## src/hdl/mns_pkg.sv

```systemverilog
// ----------------------------------------------------------------------------
// Melody note sequencer package
// Shared request/response types, codes and sizing constants.
// ----------------------------------------------------------------------------
package mns_pkg;

  // Song memory sizing
  localparam int unsigned SongDepth = 64;
  localparam int unsigned AddrW     = $clog2(SongDepth);
  localparam int unsigned CntW      = $clog2(SongDepth + 1);

  // Timing constants
  localparam int unsigned MsPerMinute = 60000;
  localparam int unsigned QuotW       = 16;
  localparam int unsigned TempoW      = 10;
  localparam int unsigned TempoReset  = 120;
  localparam int unsigned QuarterMsReset = MsPerMinute / TempoReset;
  localparam int unsigned SongLenReset   = 1;
  localparam int unsigned HoldReset      = 100;

  // Configuration port
  localparam int unsigned CfgIdxW  = 2;
  localparam int unsigned CfgDataW = 16;

  typedef enum logic [CfgIdxW-1:0] {
    CfgTempo   = 2'd0,
    CfgSongLen = 2'd1,
    CfgHold    = 2'd2,
    CfgUnused  = 2'd3
  } cfg_idx_e;

  typedef enum logic [1:0] {
    ModeLoad = 2'd0,
    ModeTick = 2'd1,
    ModeStop = 2'd2,
    ModeNote = 2'd3
  } mode_e;

  typedef struct packed {
    mode_e       mode;
    logic [5:0]  entry_slot;
    logic [12:0] note_base;
    logic [3:0]  octave_factor;
    logic [7:0]  length_quarters;
  } req_t;

  typedef struct packed {
    logic        start_tone;
    logic        silence;
    logic [16:0] tone_hz;
    logic [21:0] tone_ms;
    logic [5:0]  played_slot;
  } rsp_t;

  // One stored song entry
  typedef struct packed {
    logic [7:0]  len;
    logic [3:0]  oct;
    logic [12:0] base;
  } entry_t;

endpackage

```

## src/hdl/mns_div.sv

```systemverilog
// ----------------------------------------------------------------------------
// Quarter-note divider
// Restoring divider that forms 60000 / tempo, one quotient bit per cycle.
// ----------------------------------------------------------------------------
module mns_div import mns_pkg::*; (
  input  logic              clk_i,
  input  logic              rst_ni,
  input  logic              start_i,
  input  logic [TempoW-1:0] divisor_i,
  output logic              busy_o,
  output logic [QuotW-1:0]  quot_o
);

  localparam int unsigned StepW = $clog2(QuotW);

  logic              busy_q, busy_d;
  logic [StepW-1:0]  step_q, step_d;
  logic [TempoW-1:0] dvs_q, dvs_d;
  logic [TempoW-1:0] rem_q, rem_d;
  logic [QuotW-1:0]  quo_q, quo_d;
  logic [TempoW:0]   trial;
  logic              fits;

  // Shift the next dividend bit into the partial remainder and try a subtract
  assign trial = {rem_q, quo_q[QuotW-1]};
  assign fits  = trial >= {1'b0, dvs_q};

  always_comb begin
    busy_d = busy_q;
    step_d = step_q;
    dvs_d  = dvs_q;
    rem_d  = rem_q;
    quo_d  = quo_q;
    if (start_i) begin
      busy_d = 1'b1;
      step_d = StepW'(QuotW - 1);
      dvs_d  = (divisor_i == '0) ? TempoW'(1) : divisor_i;
      rem_d  = '0;
      quo_d  = QuotW'(MsPerMinute);
    end else if (busy_q) begin
      rem_d  = fits ? TempoW'(trial - {1'b0, dvs_q}) : trial[TempoW-1:0];
      quo_d  = {quo_q[QuotW-2:0], fits};
      step_d = step_q - StepW'(1);
      if (step_q == '0) begin
        busy_d = 1'b0;
      end
    end
  end

  always_ff @(posedge clk_i or negedge rst_ni) begin
    if (!rst_ni) begin
      busy_q <= 1'b0;
      step_q <= '0;
      dvs_q  <= TempoW'(TempoReset);
      rem_q  <= '0;
      quo_q  <= QuotW'(QuarterMsReset);
    end else begin
      busy_q <= busy_d;
      step_q <= step_d;
      dvs_q  <= dvs_d;
      rem_q  <= rem_d;
      quo_q  <= quo_d;
    end
  end

  assign busy_o = busy_q;
  assign quot_o = quo_q;

endmodule

```

## src/hdl/melody_note_sequencer.sv

```systemverilog
// ----------------------------------------------------------------------------
// Melody note sequencer
// Steps through a stored song on millisecond ticks and issues tone commands.
// ----------------------------------------------------------------------------
//  channel | signals                                           | direction
//  --------+---------------------------------------------------+------------------
//  in      | in_valid_i, in_stall_o, in_req_i                  | request in
//  out     | out_valid_o, out_stall_i, out_rsp_o               | response out
//  cfg     | cfg_valid_i, cfg_ready_o, cfg_index_i, cfg_data_i | register write in
//
// A load ends when accepted; stop and single note pass through the emit state
// (a rest note does not). A tick while a note is current runs song memory read,
// length multiply, threshold compare and a second read on an advance, and only
// the new-note step when it starts the song; the output register may also wait
// on out_stall_i. A tempo write runs the divider; requests and further writes
// wait meanwhile. Writes wait until no request is in work, and a pending write
// holds off requests. Reset needs no clearing pass: song entries are undefined
// until loaded. One request is in work at a time.
// ----------------------------------------------------------------------------
module melody_note_sequencer import mns_pkg::*; (
  input  logic                clk_i,
  input  logic                rst_ni,
  input  logic                in_valid_i,
  output logic                in_stall_o,
  input  req_t                in_req_i,
  output logic                out_valid_o,
  input  logic                out_stall_i,
  output rsp_t                out_rsp_o,
  input  logic                cfg_valid_i,
  output logic                cfg_ready_o,
  input  logic [CfgIdxW-1:0]  cfg_index_i,
  input  logic [CfgDataW-1:0] cfg_data_i
);

  typedef enum logic [2:0] {
    StIdle,
    StCurMul,
    StCurScale,
    StCurCmp,
    StNewMul,
    StEmit
  } state_e;

  // Control state
  state_e            state_q, state_d;
  logic [TempoW-1:0] tempo_q, tempo_d;
  logic [6:0]        song_len_q, song_len_d;
  logic [15:0]       hold_q, hold_d;
  logic              pos_valid_q, pos_valid_d;
  logic [AddrW-1:0]  pos_q, pos_d;
  logic [21:0]       elapsed_q, elapsed_d;
  logic              out_valid_q, out_valid_d;
  rsp_t              out_rsp_q, out_rsp_d;

  // Datapath registers
  entry_t            rd_data_q;
  logic [23:0]       len_prod_q;
  logic [26:0]       a19_q, e20_q;
  rsp_t              res_q, res_d;

  // Song memory
  entry_t            song_mem [SongDepth];
  logic [AddrW-1:0]  rd_addr;
  logic              wr_en;

  logic              in_accept, cfg_accept;
  logic              div_start, div_busy;
  logic [QuotW-1:0]  quarter_ms;
  logic [CntW-1:0]   used_len, pos_ext, pos_inc;
  logic [AddrW-1:0]  pos_eff, pos_next;
  logic [23:0]       len_prod;
  logic [16:0]       hz_prod;
  logic [21:0]       note_len;

  mns_div u_div (
    .clk_i     (clk_i),
    .rst_ni    (rst_ni),
    .start_i   (div_start),
    .divisor_i (tempo_d),
    .busy_o    (div_busy),
    .quot_o    (quarter_ms)
  );

  // Handshakes: hold off requests while a write is pending, writes while busy
  assign in_stall_o  = (state_q != StIdle) || div_busy || cfg_valid_i;
  assign in_accept   = in_valid_i && !in_stall_o;
  assign cfg_ready_o = !div_busy && (state_q == StIdle);
  assign cfg_accept  = cfg_valid_i && cfg_ready_o;
  assign div_start   = cfg_accept && (cfg_index_i == CfgTempo);

  // Clamp song length into 1..SongDepth and wrap positions against it
  always_comb begin
    if (song_len_q == '0) begin
      used_len = CntW'(1);
    end else if (CntW'(song_len_q) > CntW'(SongDepth)) begin
      used_len = CntW'(SongDepth);
    end else begin
      used_len = CntW'(song_len_q);
    end
  end

  assign pos_ext  = CntW'(pos_q);
  assign pos_eff  = (pos_ext >= used_len) ? '0 : pos_q;
  assign pos_inc  = pos_ext + CntW'(1);
  assign pos_next = (pos_inc >= used_len) ? '0 : pos_q + AddrW'(1);

  // Entry arithmetic on the word just read
  assign len_prod = 24'(quarter_ms) * 24'(rd_data_q.len);
  assign hz_prod  = 17'(rd_data_q.base) * 17'(rd_data_q.oct);
  assign note_len = len_prod[23:2];

  assign wr_en = in_accept && (in_req_i.mode == ModeLoad)
                 && (CntW'(in_req_i.entry_slot) < CntW'(SongDepth));

  // Sequencer
  always_comb begin
    state_d     = state_q;
    tempo_d     = tempo_q;
    song_len_d  = song_len_q;
    hold_d      = hold_q;
    pos_valid_d = pos_valid_q;
    pos_d       = pos_q;
    elapsed_d   = elapsed_q;
    out_valid_d = out_valid_q;
    out_rsp_d   = out_rsp_q;
    res_d       = res_q;
    rd_addr     = pos_eff;

    // Register writes
    if (cfg_accept) begin
      case (cfg_index_i)
        CfgTempo:   tempo_d    = cfg_data_i[TempoW-1:0];
        CfgSongLen: song_len_d = cfg_data_i[6:0];
        CfgHold:    hold_d     = cfg_data_i;
        default:    ;
      endcase
    end

    // Drop the response once taken
    if (out_valid_q && !out_stall_i) begin
      out_valid_d = 1'b0;
    end

    case (state_q)
      StIdle: begin
        if (!pos_valid_q) begin
          rd_addr = '0;
        end
        if (in_accept) begin
          case (in_req_i.mode)
            ModeLoad: ;
            ModeStop: begin
              pos_valid_d = 1'b0;
              elapsed_d   = '0;
              res_d       = '0;
              res_d.silence = 1'b1;
              state_d     = StEmit;
            end
            ModeNote: begin
              res_d             = '0;
              res_d.start_tone  = 1'b1;
              res_d.tone_hz     = 17'(in_req_i.note_base) * 17'(in_req_i.octave_factor);
              res_d.tone_ms     = 22'(hold_q);
              if (in_req_i.note_base != '0 && in_req_i.octave_factor != '0) begin
                state_d = StEmit;
              end
            end
            ModeTick: begin
              // Advance the timer, then start the song or check the note
              if (elapsed_q != '1) begin
                elapsed_d = elapsed_q + 22'd1;
              end
              if (!pos_valid_q) begin
                pos_d       = '0;
                pos_valid_d = 1'b1;
                elapsed_d   = '0;
                state_d     = StNewMul;
              end else begin
                pos_d   = pos_eff;
                state_d = StCurMul;
              end
            end
            default: ;
          endcase
        end
      end
      StCurMul: begin
        state_d = StCurScale;
      end
      StCurScale: begin
        state_d = StCurCmp;
      end
      StCurCmp: begin
        // Elapsed beyond 95 percent of the length: move to the next entry
        rd_addr = pos_next;
        if (e20_q > a19_q) begin
          pos_d     = pos_next;
          elapsed_d = '0;
          state_d   = StNewMul;
        end else begin
          state_d = StIdle;
        end
      end
      StNewMul: begin
        res_d             = '0;
        res_d.start_tone  = 1'b1;
        res_d.tone_hz     = hz_prod;
        res_d.tone_ms     = note_len;
        res_d.played_slot = 6'(pos_q);
        if (rd_data_q.base != '0 && rd_data_q.oct != '0) begin
          state_d = StEmit;
        end else begin
          state_d = StIdle;
        end
      end
      StEmit: begin
        if (!out_valid_q || !out_stall_i) begin
          out_valid_d = 1'b1;
          out_rsp_d   = res_q;
          state_d     = StIdle;
        end
      end
      default: state_d = StIdle;
    endcase
  end

  always_ff @(posedge clk_i or negedge rst_ni) begin
    if (!rst_ni) begin
      state_q     <= StIdle;
      tempo_q     <= TempoW'(TempoReset);
      song_len_q  <= 7'(SongLenReset);
      hold_q      <= 16'(HoldReset);
      pos_valid_q <= 1'b0;
      pos_q       <= '0;
      elapsed_q   <= '0;
      out_valid_q <= 1'b0;
      out_rsp_q   <= '0;
    end else begin
      state_q     <= state_d;
      tempo_q     <= tempo_d;
      song_len_q  <= song_len_d;
      hold_q      <= hold_d;
      pos_valid_q <= pos_valid_d;
      pos_q       <= pos_d;
      elapsed_q   <= elapsed_d;
      out_valid_q <= out_valid_d;
      out_rsp_q   <= out_rsp_d;
    end
  end

  // Length product, then the scaled terms of elapsed*20 > length*19
  always_ff @(posedge clk_i) begin
    len_prod_q <= len_prod;
    a19_q      <= {1'b0, len_prod_q[23:2], 4'b0} + {4'b0, len_prod_q[23:2], 1'b0}
                  + {5'b0, len_prod_q[23:2]};
    e20_q      <= {1'b0, elapsed_q, 4'b0} + {3'b0, elapsed_q, 2'b0};
    res_q      <= res_d;
  end

  // Song memory: one write port, one registered read port
  always_ff @(posedge clk_i) begin
    if (wr_en) begin
      song_mem[AddrW'(in_req_i.entry_slot)] <= '{
        len:  in_req_i.length_quarters,
        oct:  in_req_i.octave_factor,
        base: in_req_i.note_base
      };
    end
    rd_data_q <= song_mem[rd_addr];
  end

  assign out_valid_o = out_valid_q;
  assign out_rsp_o   = out_rsp_q;

  // Checks
  a_busy_blocks_in : assert property (@(posedge clk_i) disable iff (!rst_ni)
    div_busy |-> in_stall_o)
    else $error("request taken while the divider runs");

  a_stop_idles : assert property (@(posedge clk_i) disable iff (!rst_ni)
    (in_accept && in_req_i.mode == ModeStop) |=> !pos_valid_q && elapsed_q == '0)
    else $error("stop did not idle the song");

  a_tempo_starts_div : assert property (@(posedge clk_i) disable iff (!rst_ni)
    div_start |=> div_busy)
    else $error("tempo write did not start the divider");

  a_tone_audible : assert property (@(posedge clk_i) disable iff (!rst_ni)
    (out_valid_o && out_rsp_o.start_tone) |-> (out_rsp_o.tone_hz != '0 && !out_rsp_o.silence))
    else $error("tone command without a frequency");

endmodule
```

## config.mk

```make
export PLATFORM = sky130hd
export DESIGN_NAME = melody_note_sequencer
export DESIGN_NICKNAME = d
export VERILOG_FILES = /design/src/hdl/mns_pkg.sv /design/src/hdl/mns_div.sv /design/src/hdl/melody_note_sequencer.sv
export SDC_FILE = /design/constraint.sdc
export NUM_CORES = 2
export LEC_CHECK = 0
export ABC_AREA = 1
export ABC_CLOCK_PERIOD_IN_PS = 6100
export BUFFER_PORTS_ARGS = -buffer_cell sky130_fd_sc_hd__buf_2
export CORE_ASPECT_RATIO = 1.5
export CORE_MARGIN = 5
export CORE_UTILIZATION = 33
export CTS_BUF_LIST = sky130_fd_sc_hd__clkbuf_4
export DETAILED_ROUTE_END_ITERATION = 6
export GPL_TIMING_DRIVEN = 0
export PLACE_DENSITY = 0.58
export SYNTH_ARGS = -nofsm -noshare
export SYNTH_HDL_FRONTEND = slang
export SYNTH_SLANG_ARGS = --single-unit
```

## constraint.sdc

```tcl
create_clock -name clk_i -period 6.1 [get_ports clk_i]
set_input_delay 0.305 -clock clk_i [delete_from_list [all_inputs] [get_ports clk_i]]
set_output_delay 0.305 -clock clk_i [all_outputs]
set_load 0.05 [all_outputs]
```

==> impl_metrics.ini <==
[timing]
hold_viol_final = 0
period_needed_ns = 5.75
setup_tns_ns = 0
fmax_mhz = 174
rsz0062_at_grt = no
slew_headroom_pct = 2.73
fin_crit_sh_pct = 94.3
fin_skew_ns = 0.158
slew_violations = 0
worstMarginPinSlew_ns = 1.45
setup_viol = 0

[grt]
grt_pass1_vias = 68685
antenna_found_initial = 17
grt_pass1_wl_mm = 436
track_usage_pct = 20.2
grt_max_degree = 97
grt_overflow = 0

[floorplanning]
dieArea_um2 = 289000
coreArea_um2 = 278000
fp.dieH_um = 656
num_rows = 237
start_util_pct = 33.1
ios = 106
fp.dieW_um = 441

[critical_path]
cpMostUsedCell = nand2_1
rr_worst_depth = 22
slowest_delay_ns = 0.52
r2r-end = res_q[20]
worstSetupPathType = reg -> reg
cp.required_ns = 7.17
r2r_start = rd_data_q[23]
critPathMaxFanout = 10
crit_path_end_kind = register
slowest_stage = fa_1
critical_path_arrival_ns = 6.82
r2r_slack_ns = 0.35
startpoint_type = register
path_cells = clkbuf_1 > clkbuf_1 > nand2_1 > fa_1 > fa_1 > inv_1 > fa_1 > inv_1 > fa_1 > inv_1 > ha_1 > nand2_1 > inv_1 > nand3_1 > nor3_1 > a21oi_1 > o21ai_0 > nand2_1 > nand2_1 > nand2_1 > nand3_1 > nand2_1

[clocking]
htreeDepth = 5
numClockSinks = 1900
insertion_delay_ns = 1.37
cts_made_buffers = 442
cts_tree = built
cts_setup_buffers = 0
clockBufferDepth = 4
root_buffer = clkbuf_4
clk_pin_slew_worst_paths_ns = 0.07

[synth]
synth-seq-area-share_pct = 60.2
syn_inst = 8783
synth-async-reset-ratio_pct = 8.11
synth_most_common_cell = nand3_1
synth-warning-count = 0
synth_common_cells = 1,687 x nand3_1, 1,647 x edfxtp_1, 1,538 x nand2_1, 1,420 x inv_1, 604 x nand3b_1
synthDistinctLibCells = 60
ys.flop_type = edfxtp_1
synth.area.top_cells = edfxtp_1 54%, nand3_1 9.2%, nand2_1 6.3%
ys_ff_latch = 1900
avgSynthCellArea_um2 = 10.5
synth_nets = 9174
synth.top_cell.area_share_pct = 53.8
netlist_area_um2 = 91900
synth_edf_count = 1647
yosys.area.top_type = edfxtp_1

[detailed_routing]
vias_per_cell = 4.99
drtAntennaViolNets = 0
dr.pass1.iters = 7
drt_iter0_drc = 5283
drcViolationCount = 1
wl_per_cell_um = 22.1
routed_wl_mm = 301
num_vias = 68017

[placed_design]
portBuffers = 105
dp_hpwl_mm = 214
postPlaceCellArea_um2 = 99100
routabilityCongestion = 1.04

[power_and_ir_drop]
power_leakage_nw = 43.8
p_total_w = 0.0550
pwr-share-clk_pct = 18.7
power_density_nw_per_um2 = 518
ir_worst_vdd_uv = 1110
pwr-share-seq_pct = 29.0
p_int_w = 0.0296
swShare_pct = 46.2
switchingPower_w = 0.0254
combPwrFrac_pct = 52.4

[worst_hold_path]
min_to = song_mem[9][21]
hp-class = in -> reg
hold_depth = 3
holdCritStartpoint = in_req_i[4]

[run_status]
status = finished with violations
violations = DRC

[cells_and_area]
nets = 9937
drive_gt1_share_pct = 13.6
nFillCells = 27342
syn_to_final_growth_pct = 15.5
design_area_um2 = 106000

[job]
cap_violations = 0
[cell usage in the layout (no fill, tap or decap), types with 20 or more instances in the layout]
master / count
diode_2: 22
nand2_1: 1538
clkinv_1: 113
fa_1: 149
dlygate4sd3_1: 133
o21ai_0: 118
buf_1: 24
or2_2: 43
buf_16: 29
nor2_2: 32
nand4_1: 24
clkinv_2: 43
nand3b_1: 604
xnor2_1: 26
dfxtp_1: 99
edfxtp_1: 1647
nor2_4: 34
nor2_1: 111
nand3_1: 1687
buf_2: 322
buf_4: 54
a21oi_1: 136
ha_1: 186
buf_12: 21
clkbuf_4: 619
dfrtp_1: 136
inv_1: 1420
clkbuf_1: 183
buf_8: 28
nor3_1: 20
mux2_2: 56
xor2_1: 64
[worst max-delay path, delay by kind of cell, from the launching register on]
kind,cells,cell delay (ns)
AO/OA/AOI/OAI,2,0.62
adder cells (fa/ha/maj),5,2.29
buffers and inverters,6,1.13
flip-flops,1,0.31
AND/OR/NAND/NOR,9,1.16
[cell families (layout without fill, tap and decap cells)]
family	count (synthesis)	after routing	synth area share, %
adders and majority gates	335	335	5.78
other	0	22	0
xor gates and xnor gates	91	91	0.867
muxes	56	56	0.686
DFF	1900	1900	60.2
and+or+nand+nor	4124	4124	21.9
AOI/OAI and AO/OA	365	365	2.25
buffers and inverters	1912	3025	8.29
[power by group through the flow]
stage               clock network, W  logic [W]  registers, W
finish                        0.0103     0.0288        0.0159
global route                  0.0112     0.0318        0.0160
CTS                           0.0105     0.0286        0.0159
detailed placement                 0     0.0283        0.0162
global placement                   0     0.0279        0.0162
floorplan                          0     0.0187        0.0166
[per-stage QoR]
step           setup WS (ns)  utilization (%)  std cells  hold slack, ns
5_1_grt               0.0228             38.2      13606           0.106
2_1_floorplan          0.755                -       8783         0.00941
6_report               0.349             38.2      13622           0.112
3_5_place_dp           0.314             35.7      12672           0.338
3_3_place_gp          -0.783             35.0      12592           0.461
4_1_cts                0.283             38.2      13600        0.000529
[layer usage]
| layer | vias up | track usage [%] | share of wire, % |
|---|---|---|---|
| met2 | 2650 | 36.6 | 51 |
| met4 | 10 | 13.4 | 7.7 |
| li1 | 31412 | - | - |
| met3 | 865 | 3.41 | 6.1 |
| met5 | - | 0 | 0.019 |
| met1 | 33080 | 21.4 | 35 |
[area by class of cell]
cell class                      count  area, µm²  share of cell area, %
Inverter                         1427       5360                   5.05
Timing Repair Buffer              319       3600                   3.39
Multi-Input combinational cell   4971      29300                   27.6
Sequential cell                  1900      55300                   52.1
Buffer                            485       2260                   2.13
Clock buffer                      618       4640                   4.37
Clock inverter                    176        972                  0.916
Tap cell                         3704       4630                   4.37
Antenna cell                       22       55.1                 0.0519
[sequential cells by signal, indices dropped and copies added (netlist names), 6 cells and up]
register	flops
u_div.dvs_q	10
song_len_q	7
a19_q	27
pos_q	6
rd_data_q	25
elapsed_q	22
len_prod_q	22
res_q	47
hold_q	16
out_rsp_o	47
u_div.rem_q	10
u_div.quot_o	16
song_mem	1600
tempo_q	10
e20_q	25
[what timing repair did]
action	4_1_cts	5_1_grt
hold endpoints to repair	1969	0
resized for setup	0	3
hold buffers	134	0
setup endpoints to repair	0	1
[worst max-delay path by stage]
stage                      to  depth (start not counted)  slack (ns)          start
floorplan            res_q[0]                          8        0.75     state_q[1]
detailed placement  res_q[18]                         19        0.31  rd_data_q[22]
CTS                 res_q[18]                         19        0.28  rd_data_q[22]
finish              res_q[20]                         22        0.35  rd_data_q[23]
global placement    res_q[13]                          8       -0.78     state_q[1]
global route        res_q[22]                         22        0.02  rd_data_q[23]
Power figures use the tool's default switching activity.
